## src/rtl/pkcs7_signed_data_der_walker_assert.svh

```systemverilog
// Assertion macros shared by the DER walker RTL.
`ifndef PKCS7_SIGNED_DATA_DER_WALKER_ASSERT_SVH
`define PKCS7_SIGNED_DATA_DER_WALKER_ASSERT_SVH

// Check a property on every rising clock edge outside reset.
`define P7SDW_ASSERT(lbl, prop, msg) \
	lbl: assert property (@(posedge clk) disable iff (!arst_n) prop) else $error(msg);

// Check that a condition never holds outside reset.
`define P7SDW_NEVER(lbl, cond, msg) \
	lbl: assert property (@(posedge clk) disable iff (!arst_n) !(cond)) else $error(msg);

`endif

```

## src/rtl/p7sdw_pkg.sv

```systemverilog
// Types, schema tables and walk helpers for the DER walker.
package p7sdw_pkg;

	localparam int unsigned MAX_LENGTH_BYTES = 4;

	localparam logic [4:0] STEP_CERTS = 5'd5;
	localparam logic [4:0] STEP_CRLS  = 5'd19;
	localparam logic [4:0] STEP_FINAL = 5'd29;
	localparam logic [4:0] STEP_OUTER = 5'd30;

	localparam logic [7:0] TAG_CTX0_CONS = 8'hA0;
	localparam logic [7:0] TAG_CTX1_CONS = 8'hA1;
	localparam logic [7:0] TAG_CLASS_MASK = 8'hC0;
	localparam logic [7:0] TAG_CLASS_CTX = 8'h80;

	typedef enum logic [7:0] {
		PH_TAG      = 8'b0000_0001,
		PH_WRAPLEN1 = 8'b0000_0010,
		PH_WRAPLENX = 8'b0000_0100,
		PH_ELEMTAG  = 8'b0000_1000,
		PH_LEN1     = 8'b0001_0000,
		PH_LENX     = 8'b0010_0000,
		PH_LENDROP  = 8'b0100_0000,
		PH_SKIP     = 8'b1000_0000
	} phase_t;

	typedef enum logic [2:0] {
		W_NONE = 3'd0,
		W_ANY  = 3'd1,
		W_A0   = 3'd2,
		W_CTX0 = 3'd3,
		W_A1   = 3'd4
	} wrap_t;

	typedef enum logic [1:0] {
		KIND_ELEM = 2'd0,
		KIND_OK   = 2'd1,
		KIND_FAIL = 2'd2
	} kind_t;

	typedef struct packed {
		logic norec;
		logic opt;
		logic desc;
		logic bound;
	} flags_t;

	typedef struct packed {
		kind_t       kind;
		logic [4:0]  id;
		logic [7:0]  tag;
		logic [31:0] begin_off;
		logic [31:0] len;
		logic [1:0]  level;
	} res_t;

	typedef struct packed {
		logic [4:0] s;
		phase_t     ph;
		logic       concl;
		logic       ok;
	} settle_t;

	typedef struct packed {
		logic [4:0] s;
		phase_t     ph;
		logic       fail;
		logic       held;
	} resolve_t;

	function automatic logic [7:0] step_tag(input logic [4:0] s);
		logic [7:0] t;
		case (s) inside
			5'd0:                  t = 8'h06;
			5'd2, 5'd7, 5'd8, 5'd22: t = 8'h02;
			5'd3, 5'd20:           t = 8'h31;
			5'd14, 5'd28:          t = 8'hA1;
			5'd15:                 t = 8'hA2;
			5'd16:                 t = 8'hA3;
			5'd18:                 t = 8'h03;
			5'd25:                 t = 8'hA0;
			5'd27:                 t = 8'h04;
			5'd29, 5'd31:          t = 8'h00;
			default:               t = 8'h30;
		endcase
		return t;
	endfunction

	function automatic logic [1:0] step_level(input logic [4:0] s);
		logic [1:0] l;
		case (s) inside
			[5'd2:5'd5], 5'd19, 5'd20:  l = 2'd1;
			5'd6, 5'd17, 5'd18, 5'd21:  l = 2'd2;
			[5'd7:5'd16], [5'd22:5'd28]: l = 2'd3;
			default:                    l = 2'd0;
		endcase
		return l;
	endfunction

	function automatic flags_t step_flags(input logic [4:0] s);
		flags_t f;
		f = '0;
		case (s) inside
			5'd1:                                f.desc = 1'b1;
			5'd2, 5'd3, 5'd4, 5'd7, 5'd17, 5'd18,
			5'd19, 5'd22, 5'd23, 5'd24, 5'd26, 5'd27: f.bound = 1'b1;
			5'd5, 5'd6, 5'd20, 5'd21: begin
				f.bound = 1'b1;
				f.desc  = 1'b1;
			end
			5'd14, 5'd15, 5'd16:                 f.opt = 1'b1;
			5'd25, 5'd28: begin
				f.bound = 1'b1;
				f.opt   = 1'b1;
			end
			5'd30: begin
				f.bound = 1'b1;
				f.desc  = 1'b1;
				f.norec = 1'b1;
			end
			default:                             f = '0;
		endcase
		return f;
	endfunction

	function automatic wrap_t step_wrap(input logic [4:0] s);
		wrap_t w;
		case (s)
			5'd1:    w = W_ANY;
			5'd5:    w = W_A0;
			5'd7:    w = W_CTX0;
			5'd19:   w = W_A1;
			default: w = W_NONE;
		endcase
		return w;
	endfunction

	function automatic logic [4:0] step_after(input logic [4:0] s);
		return (s == STEP_OUTER) ? 5'd0 : s + 5'd1;
	endfunction

	function automatic logic [4:0] step_on_miss(input logic [4:0] s);
		return (s == STEP_CERTS) ? STEP_CRLS : s + 5'd1;
	endfunction

	function automatic logic may_miss(input logic [4:0] s);
		wrap_t w;
		w = step_wrap(s);
		return step_flags(s).opt || w == W_A0 || w == W_CTX0 || w == W_A1;
	endfunction

	function automatic logic wrap_hit(input wrap_t w, input logic [7:0] b);
		logic h;
		case (w)
			W_ANY:   h = 1'b1;
			W_A0:    h = (b == TAG_CTX0_CONS);
			W_A1:    h = (b == TAG_CTX1_CONS);
			W_CTX0:  h = ((b & TAG_CLASS_MASK) == TAG_CLASS_CTX) && (b[4:0] == 5'd0);
			default: h = 1'b0;
		endcase
		return h;
	endfunction

	// Advance through steps that need no byte: final check, empty skips, absent options.
	function automatic settle_t settle(input logic [4:0] s_in, input phase_t ph_in,
		input logic skip_zero, input logic lt, input logic eq);
		settle_t r;
		logic    done;
		r.s = s_in;
		r.ph = ph_in;
		r.concl = 1'b0;
		r.ok = 1'b0;
		done = 1'b0;
		for (int i = 0; i < 6; i++) begin
			if (!done) begin
				if (r.s == STEP_FINAL) begin
					r.concl = 1'b1;
					r.ok = eq;
					done = 1'b1;
				end else if (r.ph == PH_SKIP && skip_zero) begin
					r.s = step_after(r.s);
					r.ph = PH_TAG;
				end else if (lt) begin
					done = 1'b1;
				end else if (r.ph == PH_TAG && may_miss(r.s)) begin
					r.s = step_on_miss(r.s);
				end else begin
					r.concl = 1'b1;
					done = 1'b1;
				end
			end
		end
		return r;
	endfunction

	// Try the tag byte against the current step and any optional steps after it.
	function automatic resolve_t resolve(input logic [4:0] s_in, input logic [7:0] b);
		resolve_t r;
		logic     done;
		wrap_t    w;
		r.s = s_in;
		r.ph = PH_TAG;
		r.fail = 1'b0;
		r.held = 1'b0;
		done = 1'b0;
		for (int i = 0; i < 5; i++) begin
			w = step_wrap(r.s);
			if (!done) begin
				if (r.s == STEP_FINAL) begin
					r.fail = 1'b1;
					done = 1'b1;
				end else if (w != W_NONE) begin
					if (wrap_hit(w, b)) begin
						r.ph = PH_WRAPLEN1;
						done = 1'b1;
					end else begin
						r.s = step_on_miss(r.s);
					end
				end else if (b == step_tag(r.s)) begin
					r.ph = PH_LEN1;
					r.held = 1'b1;
					done = 1'b1;
				end else if (step_flags(r.s).opt) begin
					r.s = step_after(r.s);
				end else begin
					r.fail = 1'b1;
					done = 1'b1;
				end
			end
		end
		return r;
	endfunction

endpackage

```

## src/rtl/pkcs7_signed_data_der_walker.sv

```systemverilog
// Streaming walker of a DER signedData blob with an APB length register.
//
// Feed the blob one byte per transfer, start_of_message set on byte 0, after writing its
// total length to message_length (address 0). Each byte sits in an input register, one
// pass of compare and shift-add logic walks the schema, and the records load from there
// into a two-entry result buffer once it has room, from which they transfer out. A byte
// that yields both an element record and the final record holds the input while the
// buffer drains; otherwise one byte is taken every cycle while the result buffer has
// room. Output tuser is result_kind: 0 element record, 1 success, 2 failure; a walk
// ends with one of the last two, and bytes after that are dropped until the next start.
`include "pkcs7_signed_data_der_walker_assert.svh"

module pkcs7_signed_data_der_walker (
	input  logic        clk,
	input  logic        arst_n,
	input  logic        s_axis_tvalid,
	output logic        s_axis_tready,
	input  logic [7:0]  s_axis_tdata,  // [7:0] data_byte
	input  logic        s_axis_tuser,  // [0] start_of_message
	output logic        m_axis_tvalid,
	input  logic        m_axis_tready,
	// [4:0] element_id, [12:5] element_tag, [44:13] begin_offset,
	// [76:45] element_length, [78:77] nesting_level, [79] zero
	output logic [79:0] m_axis_tdata,
	output logic [1:0]  m_axis_tuser,  // [1:0] result_kind
	input  logic        psel,
	input  logic        penable,
	input  logic        pwrite,
	input  logic [2:0]  paddr,
	input  logic [31:0] pwdata,
	output logic [31:0] prdata,
	output logic        pready
);

	logic [31:0] mlen_q;

	logic        valid_s1;
	logic [7:0]  byte_s1;
	logic        start_s1;

	logic [31:0]         pos_q;
	logic [4:0]          step_q;
	p7sdw_pkg::phase_t   phase_q;
	logic [31:0]         acc_q;
	logic [6:0]          lbl_q;
	logic [31:0]         skip_q;
	logic [7:0]          held_q;
	logic                fin_q;

	p7sdw_pkg::res_t res0_q, res1_q;
	logic [1:0]      cnt_q;

	logic pop, room, fire;

	logic [31:0]         e_pos, n_pos, e_acc, n_acc, e_skip, n_skip, hd_len;
	logic [4:0]          e_step, n_step;
	p7sdw_pkg::phase_t   e_ph, n_ph;
	logic [6:0]          e_lbl, n_lbl;
	logic [7:0]          e_held, n_held;
	logic                e_fin, n_fin;
	logic                lt0, hd, concl_v, concl_ok, rec_v;
	logic [32:0]         end_sum;
	p7sdw_pkg::settle_t  pre, post;
	p7sdw_pkg::resolve_t rsv;
	p7sdw_pkg::flags_t   hfl;
	p7sdw_pkg::res_t     rec, conc, first;

	// APB register access
	assign pready = 1'b1;
	assign prdata = (paddr[2] == 1'b0) ? mlen_q : 32'd0;

	always_ff @(posedge clk or negedge arst_n) begin
		if (!arst_n) begin
			mlen_q <= '0;
		end else if (psel && penable && pwrite && pready && paddr[2] == 1'b0) begin
			mlen_q <= pwdata;
		end
	end

	// Handshake between input register and result buffer
	assign pop = m_axis_tvalid && m_axis_tready;
	assign room = (cnt_q == 2'd0) || (cnt_q == 2'd1 && pop);
	assign fire = valid_s1 && room;
	assign s_axis_tready = !valid_s1 || fire;

	// Capture the input transfer
	always_ff @(posedge clk or negedge arst_n) begin
		if (!arst_n) begin
			valid_s1 <= 1'b0;
		end else if (s_axis_tready) begin
			valid_s1 <= s_axis_tvalid;
		end
	end

	always_ff @(posedge clk) begin
		if (s_axis_tvalid && s_axis_tready) begin
			byte_s1 <= s_axis_tdata;
			start_s1 <= s_axis_tuser;
		end
	end

	// Walk one byte
	always_comb begin
		e_pos = start_s1 ? 32'd0 : pos_q;
		e_step = start_s1 ? p7sdw_pkg::STEP_OUTER : step_q;
		e_ph = start_s1 ? p7sdw_pkg::PH_TAG : phase_q;
		e_acc = start_s1 ? 32'd0 : acc_q;
		e_lbl = start_s1 ? 7'd0 : lbl_q;
		e_skip = start_s1 ? 32'd0 : skip_q;
		e_held = start_s1 ? 8'd0 : held_q;
		e_fin = start_s1 ? 1'b0 : fin_q;

		n_pos = e_pos;
		n_step = e_step;
		n_ph = e_ph;
		n_acc = e_acc;
		n_lbl = e_lbl;
		n_skip = e_skip;
		n_held = e_held;
		n_fin = e_fin;
		hd = 1'b0;
		hd_len = 32'd0;
		concl_v = 1'b0;
		concl_ok = 1'b0;
		rec_v = 1'b0;
		hfl = '0;
		end_sum = '0;
		rsv = '0;
		post = '0;

		lt0 = e_pos < mlen_q;
		pre = p7sdw_pkg::settle(e_step, e_ph, e_skip == 32'd0, lt0, e_pos == mlen_q);

		if (!e_fin) begin
			n_step = pre.s;
			n_ph = pre.ph;
			if (pre.concl) begin
				concl_v = 1'b1;
				concl_ok = pre.ok;
			end else begin
				// consume the byte in the current header phase
				unique case (pre.ph)
					p7sdw_pkg::PH_TAG: begin
						rsv = p7sdw_pkg::resolve(pre.s, byte_s1);
						n_step = rsv.s;
						if (rsv.fail) begin
							concl_v = 1'b1;
						end else begin
							n_pos = e_pos + 32'd1;
							n_ph = rsv.ph;
							if (rsv.held) begin
								n_held = byte_s1;
							end
						end
					end
					p7sdw_pkg::PH_ELEMTAG: begin
						if (byte_s1 == p7sdw_pkg::step_tag(pre.s)) begin
							n_pos = e_pos + 32'd1;
							n_held = byte_s1;
							n_ph = p7sdw_pkg::PH_LEN1;
						end else begin
							concl_v = 1'b1;
						end
					end
					p7sdw_pkg::PH_WRAPLEN1: begin
						n_pos = e_pos + 32'd1;
						if (byte_s1[7] && byte_s1[6:0] != 7'd0) begin
							n_lbl = byte_s1[6:0];
							n_ph = p7sdw_pkg::PH_WRAPLENX;
						end else begin
							n_ph = p7sdw_pkg::PH_ELEMTAG;
						end
					end
					p7sdw_pkg::PH_WRAPLENX: begin
						n_pos = e_pos + 32'd1;
						n_lbl = e_lbl - 7'd1;
						if (n_lbl == 7'd0) begin
							n_ph = p7sdw_pkg::PH_ELEMTAG;
						end
					end
					p7sdw_pkg::PH_LEN1: begin
						n_pos = e_pos + 32'd1;
						n_acc = 32'd0;
						if (byte_s1[7]) begin
							n_lbl = byte_s1[6:0];
							if (n_lbl == 7'd0) begin
								hd = 1'b1;
							end else if (n_lbl > 7'(p7sdw_pkg::MAX_LENGTH_BYTES)) begin
								n_ph = p7sdw_pkg::PH_LENDROP;
							end else begin
								n_ph = p7sdw_pkg::PH_LENX;
							end
						end else begin
							n_acc = {24'd0, byte_s1};
							hd = 1'b1;
						end
					end
					p7sdw_pkg::PH_LENX: begin
						n_pos = e_pos + 32'd1;
						n_acc = {e_acc[23:0], byte_s1};
						n_lbl = e_lbl - 7'd1;
						hd = (n_lbl == 7'd0);
					end
					p7sdw_pkg::PH_LENDROP: begin
						n_pos = e_pos + 32'd1;
						n_lbl = e_lbl - 7'd1;
						if (n_lbl == 7'd0) begin
							n_acc = 32'd0;
							hd = 1'b1;
						end
					end
					p7sdw_pkg::PH_SKIP: begin
						n_pos = e_pos + 32'd1;
						n_skip = e_skip - 32'd1;
					end
					default: begin
						concl_v = 1'b1;
					end
				endcase

				// close the element header: record, bound check, descend or skip
				if (hd) begin
					hd_len = n_acc;
					hfl = p7sdw_pkg::step_flags(n_step);
					rec_v = !hfl.norec;
					end_sum = {1'b0, n_pos} + {1'b0, hd_len};
					if (hfl.bound && end_sum > {1'b0, mlen_q}) begin
						if (hfl.opt) begin
							n_step = p7sdw_pkg::step_after(n_step);
							n_ph = p7sdw_pkg::PH_TAG;
						end else begin
							concl_v = 1'b1;
						end
					end else if (hfl.desc) begin
						n_step = p7sdw_pkg::step_after(n_step);
						n_ph = p7sdw_pkg::PH_TAG;
					end else begin
						n_skip = hd_len;
						n_ph = p7sdw_pkg::PH_SKIP;
					end
				end

				// settle what follows the byte without consuming another
				if (!concl_v) begin
					post = p7sdw_pkg::settle(n_step, n_ph, n_skip == 32'd0,
						n_pos < mlen_q, n_pos == mlen_q);
					n_step = post.s;
					n_ph = post.ph;
					concl_v = post.concl;
					concl_ok = post.ok;
				end
			end
			if (concl_v) begin
				n_fin = 1'b1;
			end
		end
	end

	// Build the records of this byte
	always_comb begin
		rec.kind = p7sdw_pkg::KIND_ELEM;
		rec.id = n_step;
		rec.tag = n_held;
		rec.begin_off = n_pos;
		rec.len = hd_len;
		rec.level = p7sdw_pkg::step_level(n_step);
		if (hd) begin
			rec.id = pre.s;
			rec.level = p7sdw_pkg::step_level(pre.s);
		end
		conc = '0;
		conc.kind = concl_ok ? p7sdw_pkg::KIND_OK : p7sdw_pkg::KIND_FAIL;
		first = rec_v ? rec : conc;
	end

	// Hold walk state
	always_ff @(posedge clk or negedge arst_n) begin
		if (!arst_n) begin
			pos_q <= '0;
			step_q <= p7sdw_pkg::STEP_OUTER;
			phase_q <= p7sdw_pkg::PH_TAG;
			acc_q <= '0;
			lbl_q <= '0;
			skip_q <= '0;
			held_q <= '0;
			fin_q <= 1'b1;
		end else if (fire) begin
			pos_q <= n_pos;
			step_q <= n_step;
			phase_q <= n_ph;
			acc_q <= n_acc;
			lbl_q <= n_lbl;
			skip_q <= n_skip;
			held_q <= n_held;
			fin_q <= n_fin;
		end
	end

	// Result buffer: load on a walked byte, advance on an output transfer
	always_ff @(posedge clk or negedge arst_n) begin
		if (!arst_n) begin
			cnt_q <= '0;
		end else if (fire) begin
			cnt_q <= {1'b0, rec_v} + {1'b0, concl_v};
		end else if (pop) begin
			cnt_q <= cnt_q - 2'd1;
		end
	end

	always_ff @(posedge clk) begin
		if (fire) begin
			res0_q <= first;
			res1_q <= conc;
		end else if (pop) begin
			res0_q <= res1_q;
		end
	end

	assign m_axis_tvalid = (cnt_q != 2'd0);
	assign m_axis_tuser = res0_q.kind;
	assign m_axis_tdata = {1'b0, res0_q.level, res0_q.len, res0_q.begin_off, res0_q.tag,
		res0_q.id};

	`P7SDW_NEVER(a_cnt_range, cnt_q == 2'd3, "result buffer count out of range")
	`P7SDW_ASSERT(a_concl_ends, fire && concl_v |=> fin_q, "walk not ended after final record")
	`P7SDW_NEVER(a_no_idle_skip, !fin_q && phase_q == p7sdw_pkg::PH_SKIP && skip_q == 32'd0,
		"empty skip left pending")

endmodule
```

## config.mk

```make
export PLATFORM = sky130hd
export DESIGN_NAME = pkcs7_signed_data_der_walker
export DESIGN_NICKNAME = d
export VERILOG_FILES = /design/src/rtl/p7sdw_pkg.sv /design/src/rtl/pkcs7_signed_data_der_walker.sv
export VERILOG_INCLUDE_DIRS = /design/src /design/src/rtl
export SDC_FILE = /design/constraint.sdc
export NUM_CORES = 1
export LEC_CHECK = 0
export BUFFER_PORTS_ARGS = -buffer_cell sky130_fd_sc_hd__buf_2
export CAP_MARGIN = 25
export CELL_PAD_IN_SITES_DETAIL_PLACEMENT = 1
export CELL_PAD_IN_SITES_GLOBAL_PLACEMENT = 2
export CORE_ASPECT_RATIO = 0.5
export CORE_MARGIN = 5
export CORE_UTILIZATION = 41
export DETAILED_ROUTE_END_ITERATION = 7
export PLACE_DENSITY = 0.95
export SLEW_MARGIN = 5
export SYNTH_ARGS = -nofsm -noshare
export SYNTH_HDL_FRONTEND = slang
export SYNTH_SLANG_ARGS = --single-unit
```

## constraint.sdc

```tcl
create_clock -name clk -period 154.1 [get_ports clk]
set_input_delay 15.41 -clock clk [delete_from_list [all_inputs] [get_ports clk]]
set_output_delay 15.41 -clock clk [all_outputs]
set_load 0.02 [all_outputs]
```

==> results of run 1 <==
[final cells by class]
class | count | area [µm²] | area share, %
multi-input combinational | 3229 | 22070 | 66.79
inverter | 197 | 739.5 | 2.237
clock buffer | 32 | 737.0 | 2.230
sequential | 252 | 6774 | 20.50
tap | 1022 | 1279 | 3.869
clock inverter | 22 | 195.2 | 0.5906
timing repair buffer | 217 | 1252 | 3.789
[state kept, by name, indices dropped and copies added, names as in the netlist]
signal        count
held_q            8
pos_q            32
lbl_q             7
mlen_q           32
acc_q            32
m_axis_tdata     79
m_axis_tuser      2
skip_q           32
phase_q           8
valid_s1          1
byte_s1           8
start_s1          1
step_q            5
fin_q             1
res1_q            2
cnt_q             2
[placed cells by master (no fill, tap or decap), types with 72 or more instances in the layout]
cell      instances
nand4_1          72
nor2_1          398
inv_1           181
a21oi_1         237
ha_1            230
buf_2           164
nand3_1         104
dfrtp_1         154
xnor2_1          83
nor3_1          141
nand2_1         348
edfxtp_1         92
mux2i_1          78
o21ai_0         227
[worst max-delay path, delay by kind of cell (launching register included)]
kind | cells | cell delay [ps]
fa+ha+maj | 30 | 10120
mux | 7 | 1730
xor+xnor | 3 | 550
compound gates | 109 | 30780
flops | 1 | 320
simple gates | 73 | 16010
buf+inv | 23 | 4590
[metal layers]
metal  GRT usage (%)  up-vias
li1                -    14770
met4           9.667        4
met3           4.029      286
met5               0        -
met2           47.58     1253
met1           37.01    16370
[metrics by stage]
stage	hold slack, ps	area, µm²	util (%)
2_1_floorplan	442.2	30860	-
3_3_place_gp	455.3	32060	42.81
3_5_place_dp	466.9	32090	42.85
4_1_cts	481.4	33020	44.09
5_1_grt	501.9	33050	44.13
6_report	476.1	33050	44.13
[cell families after synthesis]
family / Yosys count / synth area share [%]
AOI/OAI and AO/OA: 1244 / 29.32
xor gates and xnor gates: 114 / 3.235
adders and majority gates: 231 / 9.389
buffers and inverters: 425 / 6.799
DFF: 252 / 21.95
muxes: 125 / 4.277
other: 2 / 0.02433
and+or+nand+nor: 1513 / 25.01
[final timing paths]
check	depth (start not counted)	slack (ps)	endpoint
max in group asynchronous	2	138060	cnt_q[0]
min in group asynchronous	1	14750	pos_q[28]
setup / recovery	245	89670	cnt_q[1]
hold reg to reg	2	480	pos_q[24]
setup reg to reg	245	89670	cnt_q[1]
hold / removal	2	480	pos_q[24]
==> key figures, run 1 <==
Floorplanning
  • Die X: 398.0 µm
  • FP Rows: 71
  • Die area: 81200 µm²
  • # IOs: 168
  • Core box area: 74890 µm²
  • Die height: 204.0 µm
  • Starting Density: 41.21%

Run status
  • Run status: complete, no violations

GRT
  • Gr usage total: 28.15%
  • Overflow left after global routing: 0
  • Vias in the first global route: 32850
  • Largest net degree at the start of global routing: 86
  • Initial antenna violation count: 3
  • Global-route wire length before repair: 187100 µm

CTS
  • # hold bufs at CTS: 0
  • Clk sink count: 252
  • Clock Latency Late Sink: 610 ps
  • Num CTS Buffers: 29
  • Htree depth: 1
  • Clock transition at the registers of the reported paths: 60 ps
  • Setup bufs post-CTS: 0
  • CTS max path bufs: 3
  • CTS tree: done
  • # resized after CTS: 0
  • Root buf cell: clkbuf_16

STA
  • Worst Slack Setup Final: 89670 ps
  • Setup tns final: 0 ps
  • Fin Clk Skew: 36.11 ps
  • Final hold viol count: 0
  • RSZ-0062 raised after global routing: no
  • Final setup viols: 0
  • Tmin final: 64430 ps
  • Max_slew headroom: 26.84%
  • FMAX: 15.52 MHz
  • Max-slew violation count: 0
  • Slew of the pin with the lowest slew margin: 1094 ps
  • Crit share post-route: 41.81%

Logic synthesis
  • Syn avg cell area: 7.902 µm²
  • Sequential fraction of the synthesis area: 21.95%
  • Yosys top cell by area: dfrtp_1
  • Synth area leaders: dfrtp_1 12%, ha_1 9.3%, edfxtp_1 9.0%
  • Post-synth EDFFs: 92
  • Top_reg_cell synth: dfrtp_1
  • Library cells used by synthesis: 168
  • Top-area cell type share of the netlist area: 12.49%
  • Ys async rst share: 63.49%
  • Synth Warn #: 0
  • #FFs+latches synth: 252
  • Top cells by count, synth: 402 x nor2_1, 349 x nand2_1, 237 x a21oi_1
  • Post-Syn Instances: 3906
  • Area of the mapped netlist: 30860 µm²
  • Top-count cell post-synth: nor2_1
  • Net count after synthesis: 4188

Routing
  • DRT iter0 DRCs: 2842
  • Via/cell ratio: 6.576
  • DRC violations left: 0
  • Post-DRT Antenna Nets: 0
  • Drt wl/cell: 24.14 µm
  • Detailed Routing Iterations Pass 1: 5
  • Drt total wl: 120000 µm
  • DR WL met3: 8655 µm
  • Metal2 WL: 56040 µm
  • Met1 wire length: 50920 µm
  • Uppermost layer routed: met5
  • DR vias: 32690

Critical path
  • CP max stage delay: 790 ps
  • CP arrival: 64860 ps
  • Crit Path Max Fanout: 64
  • Startpoint type of the worst setup path: flip-flop
  • CP Capture Type: flip-flop
  • Kind of critical path: flip-flop to flip-flop
  • Worst path slowest cell: a41oi_1
  • Worst EP required: 154530 ps
  • Critical Path Most Common Cell: ha_1
  • CP startpoint: start_s1
  • R2R Path Start: start_s1

Layout
  • ANT cells: 0
  • Final nets: 4208
  • Fill count: 9175
  • Post-route insts no fill: 4971
  • Area grow syn2layout: 7.090%
  • Share of cells above drive strength 1: 12.89%

Placed design
  • DP HPWL: 89250 µm
  • Placed insts: 4914
  • Port bufs: 163
  • Gpl congestion: 0.9165
  • Post-Place Setup Slack: 91360 ps

Hold path
  • Hold_sp: pos_q[24]
  • Hold Crit Class: flip-flop to flip-flop

Run
  • Maxcap violations: 0
Power of run 1 is not shown: default switching activity piles up to over one toggle a cycle in this logic, so the estimate is an artifact.
==> inputs of run 2 (changes only) <==
--- a/config.mk
+++ b/config.mk
@@ -12,9 +12,9 @@
 export CELL_PAD_IN_SITES_GLOBAL_PLACEMENT = 2
 export CORE_ASPECT_RATIO = 0.5
 export CORE_MARGIN = 5
-export CORE_UTILIZATION = 41
+export CORE_UTILIZATION = 38
 export DETAILED_ROUTE_END_ITERATION = 7
-export PLACE_DENSITY = 0.95
+export PLACE_DENSITY = 0.93
 export SLEW_MARGIN = 5
 export SYNTH_ARGS = -nofsm -noshare
 export SYNTH_HDL_FRONTEND = slang
==> constraint.sdc (replaced) <==
create_clock -name clk -period 66.3 [get_ports clk]
set_input_delay 6.63 -clock clk [delete_from_list [all_inputs] [get_ports clk]]
set_output_delay 6.63 -clock clk [all_outputs]
set_load 0.02 [all_outputs]
==> key figures, run 2 (synthesized netlist as in run 1, its figures left out) <==
Run status
  • Run status: complete, no violations

Critical path
  • CP max stage delay: 720 ps
  • Timing endpoint of the critical path: cnt_q[0]
  • Worst EP required: 66770 ps
  • Worst r2r path cells: 249
  • Kind of critical path: flip-flop to flip-flop
  • Worst path slowest cell: or4_1
  • Reg2Reg Setup Slack: 4200 ps
  • R2R Path End: cnt_q[0]
  • R2R Path Start: start_s1
  • Startpoint type of the worst setup path: flip-flop
  • CP arrival: 62570 ps
  • Crit Path Max Fanout: 142
  • CP startpoint: start_s1
  • Critical Path Most Common Cell: ha_1
  • CP Capture Type: flip-flop

Floorplanning
  • FP Rows: 73
  • Starting Density: 38.57%
  • # IOs: 168
  • Die height: 211.5 µm
  • Core box area: 80010 µm²
  • Die area: 87370 µm²
  • Die X: 413.0 µm

Placed design
  • DP HPWL: 89260 µm
  • Port bufs: 163
  • Gpl congestion: 0.9493

Routing
  • DRT iter0 DRCs: 2983
  • Drt total wl: 119700 µm
  • Drt wl/cell: 23.72 µm
  • DRC violations left: 0
  • Detailed Routing Iterations Pass 1: 6
  • Via/cell ratio: 6.444
  • DR vias: 32520
  • Post-DRT Antenna Nets: 0

CTS
  • Clk sink count: 252
  • CTS max path bufs: 3
  • # hold bufs at CTS: 0
  • Root buf cell: clkbuf_16
  • Htree depth: 1
  • Num CTS Buffers: 29
  • Clock Latency Late Sink: 610 ps
  • Clock transition at the registers of the reported paths: 70 ps
  • CTS tree: done

Layout
  • Fill count: 9801
  • ANT cells: 0
  • Most frequent cells in the layout: 397 x nor2_1, 348 x nand2_1, 236 x a21oi_1
  • Share of cells above drive strength 1: 13.36%
  • Area grow syn2layout: 7.881%
  • Max FFs per register: 79
  • Final nets: 4218
  • Most common cell after layout, fill and taps aside: nor2_1

GRT
  • Global-route wire length before repair: 185700 µm
  • Initial antenna violation count: 2
  • Largest net degree at the start of global routing: 143
  • Vias in the first global route: 32080
  • Overflow left after global routing: 0
  • Gr usage total: 25.99%

STA
  • Max-slew violation count: 0
  • Final hold viol count: 0
  • Final setup viols: 0
  • Crit share post-route: 93.67%
  • Setup tns final: 0 ps
  • Tmin final: 62100 ps
  • RSZ-0062 raised after global routing: no
  • Slew of the pin with the lowest slew margin: 1117 ps
  • FMAX: 16.10 MHz
  • Fin Clk Skew: 31.56 ps
  • Max_slew headroom: 25.29%

Hold path
  • Hold Crit Class: flip-flop to flip-flop
  • Hold_sp: held_q[2]

Run
  • Maxcap violations: 0
## run 2: cell count changes in the layout (fill, tap and decap cells not counted), moves of 2 or more
cell | previous run | this run
inv_8 | 0 | 2
buf_4 | 49 | 59
ha_1 | 230 | 227
ha_2 | 0 | 3
clkinv_1 | 6 | 4
clkinv_4 | 3 | 1
## run 2: worst max-delay path, delay by kind of cell, from the launching register on
kind	cells	cell delay, ps
AO/OA/AOI/OAI	109	28950
AND/OR/NAND/NOR	76	15170
adder cells (fa/ha/maj)	30	9760
buffers and inverters	24	4640
multiplexers	6	1650
XOR/XNOR	4	740
flip-flops	1	700
## run 2: stage by stage
| step | hold WS, ps | worst slack (ps) | cell area [µm²] | util (%) | std cells |
|---|---|---|---|---|---|
| after CTS | 484.5 | 2370 | 33170 | 41.45 | 5037 |
| final | 481.5 | 4197 | 33300 | 41.61 | 5046 |
| after global placement | 453.6 | 4380 | 32180 | 40.22 | 4981 |
| after detailed placement | 462.4 | 2542 | 32200 | 40.25 | 4983 |
| after floorplan | 442.2 | 14380 | 30860 | - | 3906 |
| after global routing | 511.1 | 2.338 | 33300 | 41.61 | 5046 |
## run 2: worst min-delay path by stage
stage,to,slack [ps],depth (start not counted)
3_3_place_gp,pos_q[24],450,2
3_5_place_dp,held_q[3],460,1
5_1_grt,held_q[7],510,2
2_1_floorplan,held_q[2],440,2
6_report,held_q[2],480,2
4_1_cts,held_q[7],480,2
## run 2: what timing repair did
item                       CTS  global route
gates resized for setup      0            12
buffers inserted             0             5
setup endpoints to repair    0            12
## run 2: area by class of cell
class | count | area, µm² | share of cell area, %
clock inverters | 21 | 225.2 | 0.6764
flip-flops and latches | 252 | 6774 | 20.34
inverters | 197 | 739.5 | 2.221
multi-input cells | 3229 | 22120 | 66.43
clock buffers | 33 | 740.7 | 2.225
repair buffers | 227 | 1338 | 4.017
well taps | 1087 | 1360 | 4.085
## run 2: routing by layer
metal  share of wire [%]  track usage, %
met1                  44           35.09
met2                  47           43.83
met3                 6.1           2.932
met4                 3.1           7.995
met5               0.023               0
Power of run 2 is left out for the same reason.
